===== src/hw/rtl/vnu_pkg.sv =====
// Package for the 3D vector normalization unit: word types, pipeline sizing
// constants and the single-step functions of the square root and divider.
// No dependencies.
package vnu_pkg;

	typedef struct packed {
		logic signed [31:0] comp_x;
		logic signed [31:0] comp_y;
		logic signed [31:0] comp_z;
	} in_word_t;

	typedef struct packed {
		logic signed [31:0] unit_x;
		logic signed [31:0] unit_y;
		logic signed [31:0] unit_z;
		logic        [31:0] magnitude;
		logic               zero_vector;
	} out_word_t;

	localparam int SQRT_STEPS     = 32;
	localparam int SQRT_PER_STAGE = 2;
	localparam int SQRT_STAGES    = (SQRT_STEPS + SQRT_PER_STAGE - 1) / SQRT_PER_STAGE;
	localparam int DIV_STEPS      = 31;
	localparam int DIV_PER_STAGE  = 2;
	localparam int DIV_STAGES     = (DIV_STEPS + DIV_PER_STAGE - 1) / DIV_PER_STAGE;

	localparam logic [30:0] ONE_Q30 = 31'h4000_0000;

	typedef struct packed {
		logic [34:0] rem;
		logic [31:0] root;
	} sqrt_acc_t;

	typedef struct packed {
		logic [31:0] rem;
		logic [30:0] quo;
	} div_acc_t;

	function automatic sqrt_acc_t sqrt_step(sqrt_acc_t acc, logic [1:0] bits);
		sqrt_acc_t   res;
		logic [34:0] shifted;
		logic [34:0] trial;
		shifted = {acc.rem[32:0], bits};
		trial   = {1'b0, acc.root, 2'b01};
		if (shifted >= trial) begin
			res.rem  = shifted - trial;
			res.root = {acc.root[30:0], 1'b1};
		end else begin
			res.rem  = shifted;
			res.root = {acc.root[30:0], 1'b0};
		end
		return res;
	endfunction

	function automatic div_acc_t div_step(div_acc_t acc, logic bit_in, logic [31:0] divisor);
		div_acc_t    res;
		logic [32:0] shifted;
		shifted = {acc.rem, bit_in};
		if (shifted >= {1'b0, divisor}) begin
			res.rem = 32'(shifted - {1'b0, divisor});
			res.quo = {acc.quo[29:0], 1'b1};
		end else begin
			res.rem = shifted[31:0];
			res.quo = {acc.quo[29:0], 1'b0};
		end
		return res;
	endfunction

endpackage


===== src/hw/rtl/vnu_sqrt.sv =====
// Pipelined integer square root of a 64-bit radicand, two result bits per stage.
// Depends on vnu_pkg.
module vnu_sqrt (
	input  logic        clk,
	input  logic        en,
	input  logic [63:0] radicand,
	output logic [31:0] root
);

	vnu_pkg::sqrt_acc_t acc_s [vnu_pkg::SQRT_STAGES];
	logic [63:0]        rad_s [vnu_pkg::SQRT_STAGES];
	vnu_pkg::sqrt_acc_t acc_d [vnu_pkg::SQRT_STAGES];
	logic [63:0]        rad_d [vnu_pkg::SQRT_STAGES];

	always_comb begin
		vnu_pkg::sqrt_acc_t a;
		logic [63:0]        r;
		for (int i = 0; i < vnu_pkg::SQRT_STAGES; i++) begin
			if (i == 0) begin
				a = '0;
				r = radicand;
			end else begin
				a = acc_s[i-1];
				r = rad_s[i-1];
			end
			for (int j = 0; j < vnu_pkg::SQRT_PER_STAGE; j++) begin
				if (i * vnu_pkg::SQRT_PER_STAGE + j < vnu_pkg::SQRT_STEPS) begin
					a = vnu_pkg::sqrt_step(a, r[63:62]);
					r = {r[61:0], 2'b00};
				end
			end
			acc_d[i] = a;
			rad_d[i] = r;
		end
	end

	always_ff @(posedge clk) begin
		if (en) begin
			for (int i = 0; i < vnu_pkg::SQRT_STAGES; i++) begin
				acc_s[i] <= acc_d[i];
				rad_s[i] <= rad_d[i];
			end
		end
	end

	assign root = acc_s[vnu_pkg::SQRT_STAGES-1].root;

endmodule


===== config.mk =====
export PLATFORM = sky130hd
export DESIGN_NAME = vnu_sqrt
export DESIGN_NICKNAME = d
export VERILOG_FILES = /design/src/hw/rtl/vnu_pkg.sv /design/src/hw/rtl/vnu_sqrt.sv
export SDC_FILE = /design/constraint.sdc
export NUM_CORES = 2
export LEC_CHECK = 0
export BUFFER_PORTS_ARGS = -buffer_cell sky130_fd_sc_hd__buf_2
export CAP_MARGIN = 10
export CORE_MARGIN = 1
export CORE_UTILIZATION = 59
export DETAILED_ROUTE_END_ITERATION = 16
export HOLD_SLACK_MARGIN = 0.08
export PLACE_DENSITY = 0.81
export SYNTH_ARGS = -nofsm -noshare
export SYNTH_HDL_FRONTEND = slang
export SYNTH_SLANG_ARGS = --single-unit

===== constraint.sdc =====
create_clock -name clk -period 6.2 [get_ports clk]
set_input_delay 0.31 -clock clk [delete_from_list [all_inputs] [get_ports clk]]
set_output_delay 0.31 -clock clk [all_outputs]
set_load 0.01 [all_outputs]

==> results.cfg <==
[floorplan]
die_h_um = 372
initial_core_util_pct = 59.5
io_pins = 98
die_area_um2 = 138000
die_x_um = 372
core_um2 = 135000
rows = 135

[logic_synthesis]
yosys.area.top_type = edfxtp_1
yosysWarnings = 0
yosysTopAreaCellShare_pct = 45.6
synth.area.top_cells = edfxtp_1, ha_1, xnor2_1
synth_cells = 7969
synth.ff_latch_count = 1225
synth-seq-area-share_pct = 45.6
ys_types = 111
synthArstFlopShare_pct = 0
synth_ff_type = edfxtp_1
synth_edf_count = 1225
netlist_area_um2 = 80700
synth_area_per_cell_um2 = 10.1

[clocking]
cts_root_buffer = clkbuf_16
numCtsBuffers = 134
clk_pin_slew_ps = 60
htreeDepth = 4
clock_path_buffers = 3
clk_latency_ps = 810
cts_tree = done
cts_sinks = 1225

[global_routing]
use_met3_pct = 6.79
grt_pass1_wl_um = 345000
grt_overflow = 0
antenna_found_initial = 5
met2_usage_pct = 50.8
grt_pass1_vias = 61122
grt_use_total_pct = 32.2
grt_max_degree = 200
grt_use_met1_pct = 43.0
busiest_layer = met2

[finish]
layout.nets = 9035
ff_latch_area_um2 = 36800
final_util_pct = 67.2
layoutNonFillerInstCount = 10297
area_delta_synth_final_pct = 12.9
num-fill-cells = 10315
drive_above_1_share_pct = 11.6
multi_input_area_um2 = 41300

[sta]
hold_viol = 0
worst_pin_slew_ps = 1100
setup_tns_ps = 0
setup_viol = 0
post-route-min-period_ps = 6100
fmax_mhz = 164
finalMaxSlewViolations = 0
slew_headroom_pct = 26.3
fin_crit_sh_pct = 98.4
fin_skew_ps = 45.5

[drt]
ant_nets = 0
num_vias = 65109
drc = 0
wl_per_cell_um = 22.3
drt-initial-drc-count = 7102
firstDrtPassIters = 9
drt-total-wl_um = 229000
viasPerCell = 6.32

[setup_path]
required_ps = 6740
startpoint_type = flop
cp_cell_sequence = inv_2, ha_2, o211ai_1, a21oi_1, o211ai_1, nand3_1, o21a_4, inv_2, buf_4, nor2_1, nor2_1, ha_1, a21o_1, a21oi_1, o21ai_0, and3_1, a221oi_2, o21ai_2, a21o_1, a211o_1, nand3b_1, clkbuf_16, mux2_2
max_stage_delay_ps = 500
crit_buf_inv = 4
crit_type = flop to flop
cp-end-kind = flop
critPathMaxFanout = 10
reg2reg_setup_slack_ps = 100
critPathArrivalTime_ps = 6640
critical-path-top-delay-family = compound AO/OA/AOI/OAI gates
critical_path.slowest_cell = edfxtp_1
ff2ff_path_depth = 23
cp.depth = 23

[flow_run]
drv_cap = 0

[worst_hold_path]
hold_depth = 2
hold_class = input port to flop

[outcome]
status = finished clean

[place]
dp_hpwl_um = 172000
dp.cells = 9957
gp_congestion = 0.980
io_buffers = 97

[power]
vdd_drop_max_v = 0.000311
power.density_nw_per_um2 = 432
total_leakage_power_nw = 36.6
-- layout make-up --
cell class | instances | area share, %
multi-input cells | 6022 | 45.4
flip-flops and latches | 1225 | 40.4
repair buffers | 544 | 4.74
clock buffers | 150 | 3.75
well taps | 1781 | 2.45
inverters | 485 | 2.01
clock inverters | 89 | 1.28
diodes | 1 | 0.00275
-- layer usage --
layer	vias up	routed length [um]
met1	30943	94700
met2	2976	104000
met5	-	0
met3	590	20500
met4	0	10500
li1	30600	-
-- cell families (layout without fill, tap and decap cells) --
logic type                 after synthesis  in the layout  share of synthesized area [%]
and+or+nand+nor                       2542           2542                           15.8
AOI/OAI and AO/OA                     2022           2022                           16.1
DFF                                   1225           1225                           45.6
xor gates and xnor gates               747            747                           8.11
buffers and inverters                  724           1268                           3.57
adders and majority gates              557            557                           8.64
muxes                                  151            151                           2.11
other                                    1              4                        0.00465
-- layout by cell type, fill, tap and decap left out, drive strengths merged, types with 54 or more instances in the layout --
cell and count:
a211oi 58, a21o 276, a21oi 644, a31oi 64, and3 61, buf 471, clkbuf 154, dlygate4sd3 69
edfxtp 1225, ha 557, inv 496, mux2 128, nand2 594, nand2b 85, nand3 220, nand4 123
nor2 650, nor2b 86, nor3 236, nor4 93, o21a 77, o21ai 402, o21bai 76, o31ai 71
or2 54, or3 79, xnor2 476, xor2 271
-- synth_stat cells (42+ instances only) --
library cell / instances
o21bai_1: 76
nor3_1: 235
o21a_1: 77
a21oi_1: 642
clkbuf_1: 160
edfxtp_1: 1225
or3_1: 79
and2_1: 42
a31oi_1: 64
nor2_1: 649
nand2b_1: 85
o31ai_1: 70
xnor2_1: 476
or2_2: 50
ha_1: 557
nand4_1: 123
a21o_1: 276
inv_1: 481
nand3_1: 220
nand2_1: 592
a211oi_1: 57
or4_1: 48
nor2b_1: 86
nor4_1: 88
mux2_2: 121
o21ai_0: 397
xor2_1: 271
and3_1: 60
-- sequential cells by signal (all words and copies together) (netlist names) --
register  cells
acc_s       745
rad_s       480
-- per-stage QoR --
step                hold WS [ps]  cell area (um^2)  setup slack (ps)  total power, mW
global route                 197             91000              -114             41.5
floorplan                    400             80700              73.1             24.9
finish                       221             91000              97.8             39.3
global placement             400             85200             -69.8             30.2
detailed placement           405             85200              -166             30.3
CTS                          168             90400              46.5             38.9
-- path summary, 6_finish.rpt --
check / end / from
setup / recovery: acc_s[1][176]$_DFFE_PP_ / acc_s[1][68]$_DFFE_PP_
hold / removal: rad_s[0][1]$_DFFE_PP_ / radicand[1]
setup reg to reg: acc_s[1][176]$_DFFE_PP_ / acc_s[1][68]$_DFFE_PP_
hold reg to reg: rad_s[0][71]$_DFFE_PP_ / rad_s[0][7]$_DFFE_PP_
-- what timing repair did --
item | 4_1_cts | 5_1_grt
hold endpoints to repair | 129 | 0
hold buffers | 69 | 0
gates resized for setup | 5 | 81
gates cloned | 0 | 3
endpoints found under the setup margin | 55 | 261
buffers inserted | 0 | 27
pin swaps | 0 | 15
-- power breakdown --
part	switching, mW	internal (mW)
clock network	3.60	4.77
registers	1.23	11.1
logic	10.7	7.93
total	15.5	23.8
(Power assumes the default switching activity.)
