### config.mk
export PLATFORM = sky130hd
export DESIGN_NAME = vnu_div
export DESIGN_NICKNAME = d
export VERILOG_FILES = /design/src/hw/rtl/vnu_pkg.sv /design/src/hw/rtl/vnu_div.sv
export SDC_FILE = /design/constraint.sdc
export NUM_CORES = 2
export LEC_CHECK = 0
export BUFFER_PORTS_ARGS = -buffer_cell sky130_fd_sc_hd__buf_2
export CAP_MARGIN = 5
export CORE_MARGIN = 2
export CORE_UTILIZATION = 25
export DETAILED_ROUTE_END_ITERATION = 8
export GPL_TIMING_DRIVEN = 1
export PLACE_DENSITY = 0.37
export SETUP_SLACK_MARGIN = 0.5
export SKIP_LAST_GASP = 1
export SLEW_MARGIN = 5
export SYNTH_ARGS = -nofsm -noshare
export SYNTH_HDL_FRONTEND = slang
export SYNTH_SLANG_ARGS = --single-unit
### constraint.sdc
create_clock -name clk -period 6.8 [get_ports clk]
set_clock_uncertainty 0.15 [all_clocks]
set_input_delay 1.02 -clock clk [delete_from_list [all_inputs] [get_ports clk]]
set_output_delay 1.02 -clock clk [all_outputs]
set_load 0.005 [all_outputs]
### src/hw/rtl/vnu_pkg.sv
// Package for the 3D vector normalization unit: word types, pipeline sizing
// constants and the single-step functions of the square root and divider.
// No dependencies.
package vnu_pkg;

	typedef struct packed {
		logic signed [31:0] comp_x;
		logic signed [31:0] comp_y;
		logic signed [31:0] comp_z;
	} in_word_t;

	typedef struct packed {
		logic signed [31:0] unit_x;
		logic signed [31:0] unit_y;
		logic signed [31:0] unit_z;
		logic        [31:0] magnitude;
		logic               zero_vector;
	} out_word_t;

	localparam int SQRT_STEPS     = 32;
	localparam int SQRT_PER_STAGE = 2;
	localparam int SQRT_STAGES    = (SQRT_STEPS + SQRT_PER_STAGE - 1) / SQRT_PER_STAGE;
	localparam int DIV_STEPS      = 31;
	localparam int DIV_PER_STAGE  = 2;
	localparam int DIV_STAGES     = (DIV_STEPS + DIV_PER_STAGE - 1) / DIV_PER_STAGE;

	localparam logic [30:0] ONE_Q30 = 31'h4000_0000;

	typedef struct packed {
		logic [34:0] rem;
		logic [31:0] root;
	} sqrt_acc_t;

	typedef struct packed {
		logic [31:0] rem;
		logic [30:0] quo;
	} div_acc_t;

	function automatic sqrt_acc_t sqrt_step(sqrt_acc_t acc, logic [1:0] bits);
		sqrt_acc_t   res;
		logic [34:0] shifted;
		logic [34:0] trial;
		shifted = {acc.rem[32:0], bits};
		trial   = {1'b0, acc.root, 2'b01};
		if (shifted >= trial) begin
			res.rem  = shifted - trial;
			res.root = {acc.root[30:0], 1'b1};
		end else begin
			res.rem  = shifted;
			res.root = {acc.root[30:0], 1'b0};
		end
		return res;
	endfunction

	function automatic div_acc_t div_step(div_acc_t acc, logic bit_in, logic [31:0] divisor);
		div_acc_t    res;
		logic [32:0] shifted;
		shifted = {acc.rem, bit_in};
		if (shifted >= {1'b0, divisor}) begin
			res.rem = 32'(shifted - {1'b0, divisor});
			res.quo = {acc.quo[29:0], 1'b1};
		end else begin
			res.rem = shifted[31:0];
			res.quo = {acc.quo[29:0], 1'b0};
		end
		return res;
	endfunction

endpackage

### src/hw/rtl/vnu_div.sv
// Pipelined restoring divider: floor(t * 2^30 / r) for t <= r, two quotient bits
// per stage. Depends on vnu_pkg.
module vnu_div (
	input  logic        clk,
	input  logic        en,
	input  logic [31:0] t,
	input  logic [31:0] divisor,
	output logic [30:0] quotient
);

	vnu_pkg::div_acc_t acc_s [vnu_pkg::DIV_STAGES];
	logic [30:0]       num_s [vnu_pkg::DIV_STAGES];
	logic [31:0]       dvs_s [vnu_pkg::DIV_STAGES];
	vnu_pkg::div_acc_t acc_d [vnu_pkg::DIV_STAGES];
	logic [30:0]       num_d [vnu_pkg::DIV_STAGES];
	logic [31:0]       dvs_d [vnu_pkg::DIV_STAGES];

	always_comb begin
		vnu_pkg::div_acc_t a;
		logic [30:0]       n;
		logic [31:0]       d;
		for (int i = 0; i < vnu_pkg::DIV_STAGES; i++) begin
			if (i == 0) begin
				a.rem = {1'b0, t[31:1]};
				a.quo = '0;
				n     = {t[0], 30'd0};
				d     = divisor;
			end else begin
				a = acc_s[i-1];
				n = num_s[i-1];
				d = dvs_s[i-1];
			end
			for (int j = 0; j < vnu_pkg::DIV_PER_STAGE; j++) begin
				if (i * vnu_pkg::DIV_PER_STAGE + j < vnu_pkg::DIV_STEPS) begin
					a = vnu_pkg::div_step(a, n[30], d);
					n = {n[29:0], 1'b0};
				end
			end
			acc_d[i] = a;
			num_d[i] = n;
			dvs_d[i] = d;
		end
	end

	always_ff @(posedge clk) begin
		if (en) begin
			for (int i = 0; i < vnu_pkg::DIV_STAGES; i++) begin
				acc_s[i] <= acc_d[i];
				num_s[i] <= num_d[i];
				dvs_s[i] <= dvs_d[i];
			end
		end
	end

	assign quotient = acc_s[vnu_pkg::DIV_STAGES-1].quo;

endmodule
==> impl_metrics.prom <==
# TYPE chip_impl_metric gauge
chip_impl_metric{name="cts_inserted_buffers",unit=""} 170
chip_impl_metric{name="gp_congestion",unit=""} 0.856
chip_impl_info{name="root_buffer",value="sky130_fd_sc_hd__clkbuf_16"} 1
chip_impl_metric{name="routed_wl",unit="um"} 332000
chip_impl_info{name="critical_path.startpoint",value="dvs_s[1][1]"} 1
chip_impl_info{name="tritoncts_clock_tree",value="yes"} 1
chip_impl_metric{name="critical_path.max_fanout",unit=""} 8
chip_impl_metric{name="area_share_of_xor_xnor_cells_in_the_synthesized_design",unit="%"} 7.41
chip_impl_metric{name="residual_overflow_from_global_routing",unit=""} 0
chip_impl_metric{name="finalSetupViolations",unit=""} 0
chip_impl_metric{name="dieHeight",unit="um"} 624
chip_impl_metric{name="die_width",unit="um"} 624
chip_impl_metric{name="syn2layout_area_growth",unit="%"} 26.1
chip_impl_metric{name="timing.slew.headroom",unit="%"} 17.8
chip_impl_metric{name="layout_worst_path_cycle_share",unit="%"} 92.2
chip_impl_info{name="criticalPathCategory",value="flip-flop to flip-flop"} 1
chip_impl_metric{name="dp.final_hpwl",unit="um"} 261000
chip_impl_metric{name="whs_path_depth",unit=""} 1
chip_impl_metric{name="number_of_global_route_vias_before_repair",unit=""} 78700
chip_impl_metric{name="remaining_drc_errors",unit=""} 0
chip_impl_metric{name="number_of_nets_produced_by_synthesis",unit=""} 10900
chip_impl_metric{name="cts_hold_repair.buffers",unit=""} 0
chip_impl_metric{name="fraction_of_the_mapped_netlist_area_in_compound_gates",unit="%"} 20.0
chip_impl_metric{name="io_pins",unit=""} 97
chip_impl_metric{name="routed_len_inst",unit="um"} 20.4
chip_impl_info{name="worst_hold_path.endpoint",value="dvs_s[0][1]"} 1
chip_impl_info{name="post-synth-top-area-cell",value="sky130_fd_sc_hd__edfxtp_1"} 1
chip_impl_metric{name="count_of_flip_flops_with_a_built_in_enable_after_synthesis",unit=""} 1231
chip_impl_metric{name="syn-instance-count",unit=""} 9796
chip_impl_info{name="grt_setup_unrepaired",value="yes"} 1
chip_impl_metric{name="critical_path.max_stage_delay",unit="ps"} 460
chip_impl_metric{name="worst_r2r_path_depth",unit=""} 30
chip_impl_metric{name="timing_max_transition_violations_final",unit=""} 0
chip_impl_metric{name="initialDrtViolationCount",unit=""} 4840
chip_impl_metric{name="placement_rows",unit=""} 227
chip_impl_metric{name="syn_avg_cell_area",unit="um2"} 9.82
chip_impl_metric{name="multiplexer_share_of_the_synthesized_area",unit="%"} 5.95
chip_impl_metric{name="vias",unit=""} 78800
chip_impl_metric{name="initial_cell_density_of_the_core",unit="%"} 25.1
chip_impl_metric{name="hold_viol",unit=""} 0
chip_impl_info{name="status",value="completed"} 1
chip_impl_metric{name="synth_cell_types",unit=""} 100
chip_impl_info{name="synth_top_family_by_area",value="compound AO/OA/AOI/OAI gates"} 1
chip_impl_metric{name="drt_first_pass_iters",unit=""} 6
chip_impl_info{name="critical_path.reg2reg.startpoint",value="dvs_s[1][1]"} 1
chip_impl_metric{name="synth-seq-cells",unit=""} 1231
chip_impl_metric{name="synth_fa_ha_area_share",unit="%"} 13.0
chip_impl_info{name="cell_class_contributing_the_biggest_share_of_worst_path_delay",value="compound AO/OA/AOI/OAI gates"} 1
chip_impl_metric{name="yosys.area.top_type_share",unit="%"} 38.4
chip_impl_metric{name="clk_pin_slew",unit="ps"} 60
chip_impl_metric{name="finalCriticalPeriod",unit="ps"} 6270
chip_impl_info{name="critical_path.slowest_cell",value="sky130_fd_sc_hd__edfxtp_1"} 1
chip_impl_metric{name="synth_async_sr_flop_share",unit="%"} 0
chip_impl_metric{name="hold-worst-slack",unit="ps"} 153
chip_impl_metric{name="clock.fmax",unit="GHz"} 0.160
chip_impl_metric{name="fin_nets",unit=""} 12100
chip_impl_metric{name="timing.critical_path.buf_inv",unit=""} 9
chip_impl_metric{name="cts_buffer_depth",unit=""} 4
chip_impl_info{name="ys.flop_type",value="sky130_fd_sc_hd__edfxtp_1"} 1
chip_impl_info{name="synth_top_cells_by_area",value="sky130_fd_sc_hd__edfxtp_1, sky130_fd_sc_hd__ha_1, sky130_fd_sc_hd__mux2_2, sky130_fd_sc_hd__xnor2_1, sky130_fd_sc_hd__a21oi_1"} 1
chip_impl_metric{name="antenna_violations_before_repair",unit=""} 12
chip_impl_metric{name="basic_gate_share_of_the_synthesized_area_counting_and_or_nand_and_nor_cells",unit="%"} 11.1
chip_impl_metric{name="timing.critical_path.required",unit="ps"} 7240
chip_impl_info{name="critical_path.endpoint_type",value="flip-flop"} 1
chip_impl_metric{name="drive_gt1_share",unit="%"} 23.7
chip_impl_metric{name="portBuffers",unit=""} 96
chip_impl_metric{name="route.antenna.remaining_nets",unit=""} 0
chip_impl_metric{name="grtUsageTotal",unit="%"} 16.3
chip_impl_metric{name="maximum_number_of_pins_on_one_net_before_global_route_repair",unit=""} 168
chip_impl_metric{name="yosysSeqAreaShare",unit="%"} 38.4
chip_impl_metric{name="clk-insertion-delay-late",unit="ps"} 910
chip_impl_metric{name="design.die.area",unit="mm2"} 0.390
chip_impl_metric{name="setup_slack",unit="ps"} 532
chip_impl_metric{name="drv_cap",unit=""} 0
chip_impl_metric{name="worst_pin_slew",unit="ps"} 1230
chip_impl_metric{name="grt_first_pass_wirelength",unit="um"} 491000
chip_impl_metric{name="tritoncts_num_sinks",unit=""} 1231
chip_impl_metric{name="htreeDepth",unit=""} 4
chip_impl_metric{name="cp_data_arrival_time",unit="ps"} 6710
chip_impl_metric{name="placed_cells_incl_taps",unit=""} 15700
chip_impl_metric{name="final-instance-count-excl-fill",unit=""} 16300
chip_impl_info{name="layout_commonest_cell",value="sky130_fd_sc_hd__edfxtp_1"} 1
chip_impl_metric{name="core",unit="mm2"} 0.383
chip_impl_metric{name="r2r_slack",unit="ps"} 530
chip_impl_info{name="critical_path.startpoint_type",value="flip-flop"} 1
chip_impl_info{name="hold_class",value="primary input to flip-flop"} 1
chip_impl_metric{name="post_drt_via_cell_ratio",unit=""} 4.85
chip_impl_info{name="reg_to_reg_endpoint",value="acc_s[1][108]"} 1
chip_impl_info{name="min_from",value="divisor[1]"} 1
chip_impl_metric{name="synth_area",unit="mm2"} 0.0961
chip_impl_metric{name="dp_worst_setup_slack",unit="ps"} -585
chip_impl_info{name="final_cell_mix",value="sky130_fd_sc_hd__edfxtp_1, sky130_fd_sc_hd__buf_4, sky130_fd_sc_hd__ha_1"} 1
chip_impl_metric{name="yosysWarningCount",unit=""} 0
layout make-up:
cell class | count | area (um2)
well taps | 5038 | 6300
clock buffers | 196 | 4370
diodes | 8 | 20.0
fillers | 39300 | 261000
clock inverters | 100 | 1050
repair buffers | 1342 | 11000
inverters | 764 | 2900
flip-flops and latches | 1231 | 37000
multi-input cells | 7575 | 58600
registers in the layout, summed over array words and instances, names as in the netlist:
register	flops
acc_s	751
dvs_s	480
logic make-up (layout without fill, tap and decap cells):
group,count (synthesis),after routing
adder cells (fa/ha/maj),993,993
other,0,8
AO/OA/AOI/OAI,3021,3023
XOR/XNOR,814,814
buffers and inverters,992,2402
multiplexers,501,501
flip-flops,1231,1231
AND/OR/NAND/NOR,2244,2244
worst max-delay path by stage:
| stage | to | depth (start not counted) | slack (ps) |
|---|---|---|---|
| 2_1_floorplan | acc_s[0][34] | 27 | 500 |
| 3_3_place_gp | acc_s[1][124] | 23 | -650 |
| 3_5_place_dp | acc_s[1][124] | 23 | -590 |
| 4_1_cts | acc_s[1][108] | 31 | 440 |
| 5_1_grt | acc_s[1][242] | 28 | 330 |
| 6_report | acc_s[1][108] | 30 | 530 |
synth_stat cells, types with 127 or more instances:
cell type and instances:
sky130_fd_sc_hd__nand2_1 652, sky130_fd_sc_hd__nand3_1 191, sky130_fd_sc_hd__o21a_1 127, sky130_fd_sc_hd__xor2_1 283, sky130_fd_sc_hd__nor3_1 140, sky130_fd_sc_hd__o21bai_1 139, sky130_fd_sc_hd__mux2_2 454, sky130_fd_sc_hd__o21ai_0 690
sky130_fd_sc_hd__inv_1 754, sky130_fd_sc_hd__a21oi_1 881, sky130_fd_sc_hd__nor2_1 600, sky130_fd_sc_hd__a21o_1 502, sky130_fd_sc_hd__clkbuf_1 135, sky130_fd_sc_hd__xnor2_1 531, sky130_fd_sc_hd__ha_1 977, sky130_fd_sc_hd__edfxtp_1 1231
layer usage:
metal / share of wire, % / GRT usage, % / vias to the layer above
li1: - / - / 39100
met1: 46 / 21.5 / 38100
met2: 49 / 28.7 / 1280
met3: 3.2 / 1.54 / 313
met4: 2.1 / 3.28 / 0
met5: 0 / 0 / -
timing repair:
| item | CTS | global route |
|---|---|---|
| setup buffers | 93 | 103 |
| pin swaps | 83 | 179 |
| cloned | 13 | 15 |
| gates resized for setup | 280 | 505 |
| setup endpoints to repair | 398 | 456 |
stage by stage:
stage	cell area [um2]	utilization (%)	TNS, ps
after floorplan	96300	-	0
after global placement	110000	28.8	-18860
after detailed placement	110000	28.8	-16460
after CTS	118000	30.8	0
after global routing	121000	31.7	0
final	121000	31.7	0
Power is not shown: default switching activity piles up to over one toggle a cycle in this logic, so the estimate is an artifact.
